**config.mk**
```make
export PLATFORM = sky130hd
export DESIGN_NAME = vmi_fifo
export DESIGN_NICKNAME = d
export VERILOG_FILES = /design/src/rtl/core/vmi_pkg.sv /design/src/rtl/core/vmi_fifo.sv
export SDC_FILE = /design/constraint.sdc
export NUM_CORES = 1
export LEC_CHECK = 0
export BUFFER_PORTS_ARGS = -buffer_cell sky130_fd_sc_hd__buf_4
export CORE_ASPECT_RATIO = 2
export CORE_MARGIN = 2
export CORE_UTILIZATION = 55
export CTS_CLUSTER_DIAMETER = 60
export DETAILED_ROUTE_END_ITERATION = 10
export GPL_ROUTABILITY_DRIVEN = 0
export MAX_ROUTING_LAYER = met4
export PLACE_DENSITY = 0.83
export SLEW_MARGIN = 20
export SYNTH_ARGS = -nofsm -noshare
export SYNTH_HDL_FRONTEND = slang
export SYNTH_SLANG_ARGS = --single-unit
```
**constraint.sdc**
```tcl
create_clock -name clk -period 4.9 [get_ports clk]
set_input_delay 0.98 -clock clk [delete_from_list [all_inputs] [get_ports clk]]
set_output_delay 0.98 -clock clk [all_outputs]
set_load 0.05 [all_outputs]
```
**src/rtl/core/vmi_pkg.sv**
```systemverilog
`timescale 1ns / 1ps
`default_nettype none
// ----------------------------------------------------------------------------
// vmi_pkg
// shared types and constants of the vertex morph interpolator
// ----------------------------------------------------------------------------
package vmi_pkg;

  localparam int VERTEX_COUNT = 1024;
  localparam int FRAC_BITS    = 16;
  localparam int IDX_W        = 10;
  localparam int COMP_W       = 32;
  localparam int T_W          = 17;
  localparam int T_FRAC       = 16;
  localparam logic [T_W-1:0] T_ONE = T_W'(1) << T_FRAC;
  localparam int QW           = FRAC_BITS + 3;
  localparam int REM_W        = COMP_W + FRAC_BITS + 3;
  localparam int FIFO_DEPTH   = 4;
  localparam int FIFO_AW      = $clog2(FIFO_DEPTH);

  typedef enum logic [1:0] {
    ACT_LOAD_START = 2'd0,
    ACT_LOAD_END   = 2'd1,
    ACT_QUERY      = 2'd2,
    ACT_NONE       = 2'd3
  } action_t;

  typedef enum logic [2:0] {
    KIND_POS  = 3'd0,
    KIND_NRM  = 3'd1,
    KIND_TANU = 3'd2,
    KIND_TANV = 3'd3,
    KIND_TEX  = 3'd4
  } kind_t;

  typedef enum logic [1:0] {
    OP_LOAD_START,
    OP_LOAD_END,
    OP_QUERY
  } op_t;

  typedef struct packed {
    op_t                      op;
    logic [IDX_W-1:0]         idx;
    logic [2:0]               kind;
    logic signed [COMP_W-1:0] x;
    logic signed [COMP_W-1:0] y;
    logic signed [COMP_W-1:0] z;
    logic [T_W-1:0]           t;
  } cmd_t;

  typedef enum logic [3:0] {
    ST_IDLE,
    ST_RD,
    ST_MIX,
    ST_SHIFT,
    ST_SQ,
    ST_SQRT,
    ST_DINIT,
    ST_DIV,
    ST_EMIT
  } state_t;

  typedef struct packed {
    logic pop;
    logic wr_start;
    logic wr_end;
    logic out_load;
  } ctl_t;

endpackage
`default_nettype wire

```
**src/rtl/core/vmi_fifo.sv**
```systemverilog
`timescale 1ns / 1ps
`default_nettype none
// ----------------------------------------------------------------------------
// vmi_fifo
// short command queue between front and back
// ----------------------------------------------------------------------------
module vmi_fifo (
  input  wire logic          clk,
  input  wire logic          rst_n,
  input  wire logic          push,
  input  wire vmi_pkg::cmd_t push_cmd,
  output logic               full,
  input  wire logic          pop,
  output logic               not_empty,
  output vmi_pkg::cmd_t      head
);
  import vmi_pkg::*;

  cmd_t               slot_r [FIFO_DEPTH];
  logic [FIFO_AW-1:0] wp_r, rp_r;
  logic [FIFO_AW:0]   cnt_r;

  assign full      = cnt_r == (FIFO_AW+1)'(FIFO_DEPTH);
  assign not_empty = cnt_r != '0;
  assign head      = slot_r[rp_r];

  always_ff @(posedge clk) begin
    if (push) begin
      slot_r[wp_r] <= push_cmd;
    end
  end

  always_ff @(posedge clk) begin
    if (!rst_n) begin
      wp_r  <= '0;
      rp_r  <= '0;
      cnt_r <= '0;
    end else begin
      if (push) wp_r <= wp_r + 1'b1;
      if (pop)  rp_r <= rp_r + 1'b1;
      cnt_r <= cnt_r + (FIFO_AW+1)'(push) - (FIFO_AW+1)'(pop);
    end
  end

`ifndef SYNTHESIS
  a_no_pop_empty: assert property (@(posedge clk) disable iff (!rst_n)
    pop |-> not_empty) else $error("pop from empty queue");
  a_no_push_full: assert property (@(posedge clk) disable iff (!rst_n)
    push |-> !full) else $error("push into full queue");
  a_count_step: assert property (@(posedge clk) disable iff (!rst_n)
    (push && !pop) |=> cnt_r == $past(cnt_r) + 1'b1) else $error("count slip");
`endif

endmodule
`default_nettype wire

```
Yosys cells after proc, flatten, opt, wreduce, memory -nomap -nowiden --
Memory sizes are Yosys's and may differ from the RTL's. A register that Yosys moved wholly into a read port is not among the register bits. Index checks and enable logic that the tools add are counted.
Storage, ports and cells: flip-flop bits (word level) 7, RAM bits 512, output and inout port bits 130, logic and storage cells 14, memories kept 1
Operators by class: add/sub/neg operators 4, equal/unequal tests 1, muxes and demuxes 4, reduce and logical (&&, ||, !) cells 1
Memory list:
- slot_r | depth 4, bits a word 128, rd ports 1, clocked after memory_dff 1, write ports 1, RTL line vmi_fifo.sv:19 | cmd_t slot_r [FIFO_DEPTH];
Operators by type and width (count):
- $add A2 B1 Y2 const B | 2
- $mux W2 | 2
- $add A3 B1 Y3 | 1
- $eq A3 B3 Y1 const B | 1
- $reduce_bool A3 Y1 | 1
- $sub A3 B1 Y3 | 1
- $mux W1 | 2

Longest topological paths before layout --
depth in word-level cells 3, depth in mapped cells 7, gate-level depth less buffers 7

Worst setup path before layout --
No wires, ideal clock.
kind input to register, start input push, end memory slot_r[0][0] (netlist bit), enable pin, setup time 0.502 ns, data arrival time 3.913 ns, data required time 4.398 ns, setup slack 0.485 ns, stages on the path 1, cells stage by stage and2_1
Between the ends: cells in the longest elaborated chain, start to end 2
Ends and longest elaborated chain:
- from (decl) | RTL line vmi_fifo.sv:10 | input wire logic push,
- $mux W1 | RTL line vmi_fifo.sv:28 | if (push) begin
- $mux W1 (not written as such) | RTL line vmi_fifo.sv:29 | slot_r[wp_r] <= push_cmd;
- to (decl) | RTL line vmi_fifo.sv:19
Every way passes these cells.

==> results.sh <==
export IMPL_die_h_microns=267
export IMPL_min_from="rp_r[0]$_SDFFE_PN0P_"
export IMPL_final_nets=1139
export IMPL_drtIter0Drc=437
export IMPL_slew_violations=0
export IMPL_io_buffers=261
export IMPL_hold_viol_final=0
export IMPL_grt_usage=0.210
export IMPL_cp_top_family="flip-flops"
export IMPL_ys_types=20
export IMPL_fin_crit_sh=0.735
export IMPL_syn_inst=711
export IMPL_grt_overflow=0
export IMPL_place_area_sq_mm=0.0214
export IMPL_cts_sink_count=521
export IMPL_setup_viol=0
export IMPL_clk_pin_slew_ps=60
export IMPL_grt_max_degree=129
export IMPL_crit_fanout=36
export IMPL_areaGrowthSynthToFinish_pct=19.6
export IMPL_worst_path_buf_inv=2
export IMPL_dp_final_hpwl_microns=22200
export IMPL_seq_power_share=0.521
export IMPL_clock_latency_ps=540
export IMPL_initial_utilization=0.555
export IMPL_crit_cells=3
export IMPL_path_class="reg -> out"
export IMPL_internal_power_w=0.00749
export IMPL_syn_avg_cell_area_sq_um=26.7
export IMPL_path_cells="buf_4 -> mux4_2 -> buf_4"
export IMPL_die_w_microns=135
export IMPL_rsz0062_at_grt="false"
export IMPL_seqCellArea_sq_mm=0.0156
export IMPL_p_switching_w=0.00247
export IMPL_grt_pass1_wl_microns=53900
export IMPL_htree_levels=2
export IMPL_cp_end_kind="primary output"
export IMPL_rr_startpoint="wp_r[0]$_SDFFE_PN0P_"
export IMPL_yosys_warnings=0
export IMPL_dr_pass1_iters=4
export IMPL_pwr_density_cell_mw_per_mm2=438
export IMPL_antenna_found_initial=8
export IMPL_min_path_cells=2
export IMPL_vias=8442
export IMPL_max_slew_margin=0.476
export IMPL_r2r_cells=4
export IMPL_cts_setup_buffers=0
export IMPL_rr_endpoint="slot_r[2][101]$_DFFE_PP_"
export IMPL_io_pins=262
export IMPL_slowest_stage="dfxtp_4"
export IMPL_synth_seq_cells=521
export IMPL_fin_hold_ws_ps=541
export IMPL_timing_setup_tns_ps=0
export IMPL_die_area_sq_mm=0.0362
export IMPL_p_leak_nw=7.61
export IMPL_switching_share=0.248
export IMPL_cts_tree="yes"
export IMPL_drc=0
export IMPL_hp_class="reg -> reg"
export IMPL_tightest_slew_ps=786
export IMPL_rrSetupSlack_ps=2690
export IMPL_vias_per_cell=5.73
export IMPL_clock_fmax_mhz=278
export IMPL_combPwrFrac=0.154
export IMPL_cts_buffer_depth=3
export IMPL_finClkSkew_ps=14.8
export IMPL_synth_fp_nets=850
export IMPL_fin_crit_ps=3600
export IMPL_postCtsHoldBufs=0
export IMPL_rows=96
export IMPL_netlist_area_sq_mm=0.0190
export IMPL_cts_resized=0
export IMPL_final_area_sq_mm=0.0227
export IMPL_arrival_ps=2620
export IMPL_ir_drop_v=0.000440
export IMPL_required_ps=3920
export IMPL_total_power_w=0.00996
export IMPL_start_kind="register"
export IMPL_grt_pass1_vias=9178
export IMPL_wirelength_microns=36100
export IMPL_ant_nets=0
export IMPL_multiInputGateArea_sq_mm=0.00313
export IMPL_drive_gt1_frac=0.455
export IMPL_ys_seq_area_frac=0.818
export IMPL_fillers=2135
export IMPL_slowest_delay_ps=840
export IMPL_clockRootBuffer="clkbuf_16"
export IMPL_cts_buffers=42
export IMPL_core_area_sq_mm=0.0342
export IMPL_crit_top_cell="buf_4"
export IMPL_wl_per_cell_microns=24.5
export IMPL_cap_violations=0
export IMPL_outcome="completed"
export IMPL_pwr_share_clk=0.325
[state kept, by name, indices dropped and copies added (netlist names), named ones only]
register	cells
cnt_r	3
rp_r	2
slot_r	512
wp_r	2
[power groups by stage]
stage / sequential [W] / combinational (W) / clock (W)
2_1_floorplan: 0.00527 / 0.00109 / 0
3_3_place_gp: 0.00527 / 0.00153 / 0
3_5_place_dp: 0.00529 / 0.00155 / 0
4_1_cts: 0.00520 / 0.00156 / 0.00332
5_1_grt: 0.00521 / 0.00161 / 0.00346
6_report: 0.00519 / 0.00153 / 0.00323
[worst reg2reg max path, cell delays in order (launching register included)]
cell and delay [ps]:
dfxtp_1 350, inv_1 100, ha_1 150, and2_4 540, buf_4 630
[logic make-up (layout without fill, tap and decap cells)]
group,after synthesis,after routing,share of synthesized area
DFF,521,521,0.818
xor gates and xnor gates,3,3,0.00217
muxes,129,129,0.152
adders and majority gates,7,7,0.00500
AOI/OAI and AO/OA,2,2,0.000789
other,0,8,0
and+or+nand+nor,14,14,0.00401
buffers and inverters,35,349,0.0179
[per-layer routing]
metal	wire, microns	track usage	vias to the layer above
met4	1710	0.0935	0
met5	0	-	-
met2	20600	0.374	298
li1	-	-	3642
met1	12000	0.227	4420
met3	1880	0.0389	82
[worst max path at each step]
stage	from	endpoint
2_1_floorplan	push	slot_r[0][0]$_DFFE_PP_
3_3_place_gp	register	head[78]
3_5_place_dp	register	head[74]
4_1_cts	register	head[74]
5_1_grt	register	head[82]
6_report	register	head[82]
[placed cells by master (no fill, tap or decap), types with 3 or more instances in the layout]
cell	Yosys	final
and2_4	0	4
buf_12	10	7
buf_4	0	266
bufinv_16	0	3
clkbuf_1	1	6
clkbuf_16	0	45
clkinv_1	0	5
clkinv_2	0	6
dfxtp_1	9	7
diode_2	0	8
edfxtp_1	512	512
ha_1	6	6
inv_1	7	7
mux4_2	128	128
nor2_1	5	5
[through the flow]
| stage | cells | worst slack (ps) | utilization |
|---|---|---|---|
| after floorplan | 711 | 485 | - |
| after global placement | 1397 | 1790 | 0.625 |
| after detailed placement | 1397 | 1740 | 0.625 |
| after CTS | 1466 | 1170 | 0.664 |
| after global routing | 1474 | 1090 | 0.665 |
| final | 1474 | 1300 | 0.665 |
[cell usage after synthesis (all sizes together)]
| master | number | area (sq um) |
|---|---|---|
| edfxtp | 512 | 15400 |
| mux4 | 128 | 2880 |
| buf | 27 | 310 |
| dfxtp | 9 | 180 |
| inv | 7 | 26.3 |
| and2 | 6 | 37.5 |
| ha | 6 | 75.1 |
| nor2 | 5 | 18.8 |
| xnor2 | 2 | 17.5 |
| a21bo | 1 | 10.0 |
| a21oi | 1 | 5.00 |
| and3 | 1 | 6.26 |
| clkbuf | 1 | 3.75 |
| fa | 1 | 20.0 |
| mux2i | 1 | 10.0 |
| nand3b | 1 | 7.51 |
| or3 | 1 | 6.26 |
| xor3 | 1 | 23.8 |
[area by class of cell]
type | count | area share
sequential | 521 | 0.684
inverter | 7 | 0.00116
timing repair buffer | 273 | 0.0939
clock inverter | 18 | 0.00754
clock buffer | 51 | 0.0505
multi-input combinational | 155 | 0.138
antenna | 8 | 0.000880
tap | 441 | 0.0243
(Power assumes the default switching activity.)
