--- config.mk ---
export PLATFORM = sky130hd
export DESIGN_NAME = vmi_front
export DESIGN_NICKNAME = d
export VERILOG_FILES = /design/src/rtl/core/vmi_pkg.sv /design/src/rtl/core/vmi_front.sv
export SDC_FILE = /design/constraint.sdc
export NUM_CORES = 1
export LEC_CHECK = 0
export ABC_AREA = 1
export BUFFER_PORTS_ARGS = -buffer_cell sky130_fd_sc_hd__buf_2
export CAP_MARGIN = 10
export CELL_PAD_IN_SITES_DETAIL_PLACEMENT = 1
export CELL_PAD_IN_SITES_GLOBAL_PLACEMENT = 2
export CORE_AREA = 2 2 109 111
export DETAILED_ROUTE_END_ITERATION = 16
export DIE_AREA = 0 0 111 113
export PLACE_DENSITY = 0.95
export SETUP_SLACK_MARGIN = 0.15
export SLEW_MARGIN = 40
export SYNTH_ARGS = -nofsm -noshare
export SYNTH_HDL_FRONTEND = slang
export SYNTH_SLANG_ARGS = --single-unit
--- constraint.sdc ---
create_clock -name vclk -period 1.57
set_input_delay 0.157 -clock vclk [all_inputs]
set_output_delay 0.157 -clock vclk [all_outputs]
set_load 0.05 [all_outputs]
--- src/rtl/core/vmi_pkg.sv ---
`timescale 1ns / 1ps
`default_nettype none
// ----------------------------------------------------------------------------
// vmi_pkg
// shared types and constants of the vertex morph interpolator
// ----------------------------------------------------------------------------
package vmi_pkg;

  localparam int VERTEX_COUNT = 1024;
  localparam int FRAC_BITS    = 16;
  localparam int IDX_W        = 10;
  localparam int COMP_W       = 32;
  localparam int T_W          = 17;
  localparam int T_FRAC       = 16;
  localparam logic [T_W-1:0] T_ONE = T_W'(1) << T_FRAC;
  localparam int QW           = FRAC_BITS + 3;
  localparam int REM_W        = COMP_W + FRAC_BITS + 3;
  localparam int FIFO_DEPTH   = 4;
  localparam int FIFO_AW      = $clog2(FIFO_DEPTH);

  typedef enum logic [1:0] {
    ACT_LOAD_START = 2'd0,
    ACT_LOAD_END   = 2'd1,
    ACT_QUERY      = 2'd2,
    ACT_NONE       = 2'd3
  } action_t;

  typedef enum logic [2:0] {
    KIND_POS  = 3'd0,
    KIND_NRM  = 3'd1,
    KIND_TANU = 3'd2,
    KIND_TANV = 3'd3,
    KIND_TEX  = 3'd4
  } kind_t;

  typedef enum logic [1:0] {
    OP_LOAD_START,
    OP_LOAD_END,
    OP_QUERY
  } op_t;

  typedef struct packed {
    op_t                      op;
    logic [IDX_W-1:0]         idx;
    logic [2:0]               kind;
    logic signed [COMP_W-1:0] x;
    logic signed [COMP_W-1:0] y;
    logic signed [COMP_W-1:0] z;
    logic [T_W-1:0]           t;
  } cmd_t;

  typedef enum logic [3:0] {
    ST_IDLE,
    ST_RD,
    ST_MIX,
    ST_SHIFT,
    ST_SQ,
    ST_SQRT,
    ST_DINIT,
    ST_DIV,
    ST_EMIT
  } state_t;

  typedef struct packed {
    logic pop;
    logic wr_start;
    logic wr_end;
    logic out_load;
  } ctl_t;

endpackage
`default_nettype wire

--- src/rtl/core/vmi_front.sv ---
`timescale 1ns / 1ps
`default_nettype none
// ----------------------------------------------------------------------------
// vmi_front
// accepts transactions, drops the ones that do nothing, clamps blend time
// ----------------------------------------------------------------------------
module vmi_front (
  input  wire logic                               in_valid,
  output logic                                    in_ready,
  input  wire logic [1:0]                         in_action,
  input  wire logic [vmi_pkg::IDX_W-1:0]          in_vertex_index,
  input  wire logic [2:0]                         in_vector_kind,
  input  wire logic signed [vmi_pkg::COMP_W-1:0]  in_comp_x,
  input  wire logic signed [vmi_pkg::COMP_W-1:0]  in_comp_y,
  input  wire logic signed [vmi_pkg::COMP_W-1:0]  in_comp_z,
  input  wire logic [vmi_pkg::T_W-1:0]            in_blend_time,
  input  wire logic                               q_full,
  output logic                                    q_push,
  output vmi_pkg::cmd_t                           q_cmd
);
  import vmi_pkg::*;

  logic keep;
  logic idx_ok;

  assign in_ready = !q_full;
  assign idx_ok   = 32'(in_vertex_index) < VERTEX_COUNT;

  always_comb begin
    keep       = 1'b0;
    q_cmd.op   = OP_QUERY;
    q_cmd.idx  = in_vertex_index;
    q_cmd.kind = in_vector_kind;
    q_cmd.x    = in_comp_x;
    q_cmd.y    = in_comp_y;
    q_cmd.z    = in_comp_z;
    q_cmd.t    = (in_blend_time > T_ONE) ? T_ONE : in_blend_time;
    case (action_t'(in_action))
      ACT_LOAD_START: begin
        q_cmd.op = OP_LOAD_START;
        keep     = in_vector_kind inside {[KIND_POS:KIND_TEX]};
      end
      ACT_LOAD_END: begin
        q_cmd.op = OP_LOAD_END;
        keep     = in_vector_kind inside {[KIND_POS:KIND_TANV]};
      end
      ACT_QUERY: begin
        q_cmd.op = OP_QUERY;
        keep     = 1'b1;
      end
      default: keep = 1'b0;
    endcase
  end

  assign q_push = in_valid && in_ready && keep && idx_ok;

endmodule
`default_nettype wire

Word-level counts from Yosys, hierarchy flattened
Cells that the tools add are included.
Word-level totals
  flip-flop bits (word level): 0
  word-level logic and storage cells: 15
Operators by class
  $lt $le $gt $ge: 4
  eq/ne operators: 2
  muxes and demuxes: 3
  reductions and logical operators: 6
Operators by type and width (number)
  > comparator 17 bit (second input constant): 1
  2-to-1 mux 17 bit: 1
  logical AND 1 bit: 4
  one-hot mux 2 bit (2 select lines): 1
  >= comparator 3 x 1 -> 1 bit (second input constant): 1
  less-or-equal comparator 3 x 2 -> 1 bit (second input constant): 1
  less-or-equal comparator 3 bit (second input constant): 1
  one-hot mux 1 bit (3 select lines): 1
  == test 2 x 1 -> 1 bit (second input constant): 1
  == test 2 bit (second input constant): 1
  zero test 2 bit: 1
  zero test 1 bit: 1

Depth between registers and ports, before layout
  word-level depth: 4
  depth in mapped cells: 6

Worst setup path after synthesis
No wires, ideal clock.
  kind: input to output
  from: in in_blend_time[11] (netlist bit)
  to: out q_cmd[0] (netlist bit)
  arrival: 1.286 ns
  data required time: 1.413 ns
  slack: 0.127 ns
  stages on the path: 5
  path buffers: 0
  path through: nor2_1 -> nand2_1 -> nor2_2 -> nand2_2 -> a21oi_1
RTL lines
  start: declaration: line vmi_front.sv:16  | input wire logic [vmi_pkg::T_W-1:0] in_blend_time,
  end: declaration: line vmi_front.sv:19  | output vmi_pkg::cmd_t q_cmd

==> reports/qor.json <==
{
  "grt_setup_unrepaired": {"value": "yes"},
  "grt_max_degree": {"value": 18},
  "final-setup-viol-count": {"value": 0},
  "vias": {"value": 645},
  "cp.required": {"value": 1.41, "unit": "ns"},
  "route.detailed.vias_per_inst": {"value": 2.60},
  "grt_first_pass_wirelength": {"value": 4420, "unit": "µm"},
  "met2RoutedLength": {"value": 1610, "unit": "µm"},
  "top_level_ports": {"value": 260},
  "detailroute.wirelength.met3": {"value": 689, "unit": "µm"},
  "port_buffers": {"value": 48},
  "grt-ovfl-total": {"value": 0},
  "clkbuf_count": {"value": 0},
  "vias_in_the_first_global_route": {"value": 669},
  "reported_max_cap_violation_count": {"value": 0},
  "setup-tns-final": {"value": 0, "unit": "ns"},
  "worst_pin_slew": {"value": 0.493, "unit": "ns"},
  "yosys.cell_types.count": {"value": 12},
  "maxSlewHeadroom": {"value": 0.671},
  "drt_first_iter_violations": {"value": 21},
  "synth_sequential_area_ratio": {"value": 0},
  "report.final.hold_viol_count": {"value": 0},
  "totalWireLength": {"value": 3220, "unit": "µm"},
  "powerDensity": {"value": 330, "unit": "nW/µm²"},
  "post_synth.cell_area_avg": {"value": 6.65, "unit": "µm²"},
  "placeableCoreArea": {"value": 11300, "unit": "µm²"},
  "synth_nets": {"value": 299},
  "share_clk_of_total_power": {"value": 0},
  "fp.dieW": {"value": 111, "unit": "µm"},
  "ys_top_cells_by_area": {"value": "sky130_fd_sc_hd__buf_4 (73%), sky130_fd_sc_hd__a21oi_2 (7.8%), sky130_fd_sc_hd__inv_1 (6.0%)"},
  "start_util": {"value": 0.0997},
  "proportion_of_layout_cells_with_a_drive_suffix_above_1": {"value": 0.600},
  "routabilityCongestion": {"value": 0.723},
  "route.layer.met1.wl": {"value": 715, "unit": "µm"},
  "critical_path_class": {"value": "input port to primary output"},
  "net_switching_power": {"value": 0.179, "unit": "mW"},
  "hold_startpoint": {"value": "in_vertex_index[6]"},
  "layout_worst_path_cycle_share": {"value": 0.872},
  "wire_per_inst": {"value": 13.0, "unit": "µm"},
  "pwr-share-seq": {"value": 0},
  "number_of_antenna_diodes": {"value": 0},
  "synthesis.area": {"value": 1120, "unit": "µm²"},
  "min_path_cells": {"value": 0},
  "post-cts-setup-buffer-count": {"value": 0},
  "detailedRoute.firstPassIterationCount": {"value": 2},
  "hp-class": {"value": "input port to primary output"},
  "syn-instance-count": {"value": 169},
  "route.detailed.drc": {"value": 0},
  "power.combinational.fraction": {"value": 1.000},
  "total_power": {"value": 0.257, "unit": "mW"},
  "fmax": {"value": 730, "unit": "MHz"},
  "timing.hold.worst_endpoint": {"value": "q_cmd[122]"},
  "run_status": {"value": "finished, final reports clean"},
  "top_signal_layer_used": {"value": "met4"},
  "vdd_ir_drop_max": {"value": 77.8, "unit": "µV"},
  "layout.area.seq": {"value": 0, "unit": "µm²"},
  "crit_fanout": {"value": 7},
  "maxSlewViolCount": {"value": 0},
  "yosys.area.top_type_share": {"value": 0.728},
  "antenna_violations_before_repair": {"value": 0},
  "nNetsFinal": {"value": 237},
  "endpoint_kind": {"value": "primary output"},
  "final.min_clock_period": {"value": 1.37, "unit": "ns"},
  "areaGrowthSynthToFinish": {"value": -30.7, "unit": "%"},
  "die_area": {"value": 12500, "unit": "µm²"},
  "p_int": {"value": 0.0779, "unit": "mW"},
  "chipHeight": {"value": 113, "unit": "µm"},
  "static-leakage-power": {"value": 0.378, "unit": "nW"},
  "worst-endpoint-arrival": {"value": 1.21, "unit": "ns"},
  "timing.critical_path.from_type": {"value": "input port"},
  "layout.sequential_cells": {"value": 0},
  "ys.warnings.count": {"value": 0},
  "switching_share": {"value": 0.697},
  "antenna_violating_nets_post_route": {"value": 0},
  "hpwlAfterDp": {"value": 2830, "unit": "µm"},
  "rows": {"value": 39},
  "global_route.usage.total": {"value": 0.0453},
  "top_cell_type_by_total_area_after_synthesis": {"value": "sky130_fd_sc_hd__buf_4"}
}
==> critical path, stage by stage <==
cell and delay (ns):
sky130_fd_sc_hd__buf_2 0.10, sky130_fd_sc_hd__nor2_1 0.11, sky130_fd_sc_hd__nand2_1 0.10, sky130_fd_sc_hd__nor2_4 0.14
sky130_fd_sc_hd__nand2_2 0.06, sky130_fd_sc_hd__buf_4 0.16, sky130_fd_sc_hd__a21oi_1 0.13, sky130_fd_sc_hd__clkbuf_4 0.25
==> layer usage <==
| metal | vias up | global-route usage |
|---|---|---|
| met5 | - | 0 |
| met4 | 0 | 0.0308 |
| met3 | 28 | 0.0386 |
| met2 | 86 | 0.0834 |
| met1 | 266 | 0.0285 |
| li1 | 265 | - |
==> what timing repair did <==
item,4_1_cts,5_1_grt
hold buffers,0,0
gates resized for setup,10,16
setup endpoints to repair,10,16
cloned,0,0
pin swaps,0,0
==> kinds of logic (layout without fill, tap and decap cells) <==
group / Yosys count / in the layout / synth area share
simple gates: 19 / 19 / 0.0702
compound gates: 18 / 18 / 0.116
buf+inv: 132 / 68 / 0.814
==> worst max path at each step <==
stage	from	to	slack (ns)
after CTS	in_blend_time[4]	q_cmd[10]	0.16
after floorplan	in_blend_time[11]	q_cmd[0]	0.13
after global routing	in_blend_time[6]	q_cmd[14]	0.11
after global placement	in_blend_time[8]	q_cmd[10]	0.09
after detailed placement	in_blend_time[4]	q_cmd[10]	0.10
final	in_blend_time[8]	q_cmd[11]	0.20
==> stage by stage <==
step / cell area [µm²] / std cells / hold slack, ns / setup slack [ns] / util
after global routing: 778 / 248 / 0.314 / 0.114 / 0.0690
final: 778 / 248 / 0.314 / 0.201 / 0.0690
after global placement: 711 / 248 / 0.314 / 0.0926 / 0.0630
after detailed placement: 711 / 248 / 0.314 / 0.101 / 0.0630
after floorplan: 1120 / 169 / 0.462 / 0.127 / -
after CTS: 736 / 248 / 0.314 / 0.161 / 0.0653
==> cells in the final DEF (no fill, tap or decap) <==
cell,Yosys,layout
sky130_fd_sc_hd__clkbuf_4,0,3
sky130_fd_sc_hd__buf_6,1,6
sky130_fd_sc_hd__a21oi_1,7,7
sky130_fd_sc_hd__buf_2,2,32
sky130_fd_sc_hd__inv_1,18,18
sky130_fd_sc_hd__nand2_1,5,5
sky130_fd_sc_hd__nor2_2,2,1
sky130_fd_sc_hd__nor2_1,11,11
sky130_fd_sc_hd__buf_4,109,9
sky130_fd_sc_hd__o21bai_1,1,1
sky130_fd_sc_hd__a21oi_2,10,10
sky130_fd_sc_hd__nor2_4,0,1
sky130_fd_sc_hd__nand2_2,1,1
==> power by group through the flow <==
| stage | combinational [mW] | sequential, mW | clock, mW |
|---|---|---|---|
| 2_1_floorplan | 0.897 | 0 | 0 |
| 3_3_place_gp | 0.235 | 0 | 0 |
| 3_5_place_dp | 0.239 | 0 | 0 |
| 4_1_cts | 0.248 | 0 | 0 |
| 5_1_grt | 0.272 | 0 | 0 |
| 6_report | 0.257 | 0 | 0 |
==> Yosys cell counts <==
| master | count |
|---|---|
| sky130_fd_sc_hd__a21oi_1 | 7 |
| sky130_fd_sc_hd__a21oi_2 | 10 |
| sky130_fd_sc_hd__buf_2 | 2 |
| sky130_fd_sc_hd__buf_4 | 109 |
| sky130_fd_sc_hd__buf_6 | 1 |
| sky130_fd_sc_hd__clkbuf_1 | 2 |
| sky130_fd_sc_hd__inv_1 | 18 |
| sky130_fd_sc_hd__nand2_1 | 5 |
| sky130_fd_sc_hd__nand2_2 | 1 |
| sky130_fd_sc_hd__nor2_1 | 11 |
| sky130_fd_sc_hd__nor2_2 | 2 |
| sky130_fd_sc_hd__o21bai_1 | 1 |
==> area by class of cell <==
| cell class | instances | area (µm²) |
|---|---|---|
| inverter | 18 | 67.6 |
| fill | 1379 | 10500 |
| multi-input combinational | 37 | 214 |
| timing repair buffer | 50 | 318 |
| tap | 143 | 179 |
Note: power is estimated with default switching activity, not from simulation.
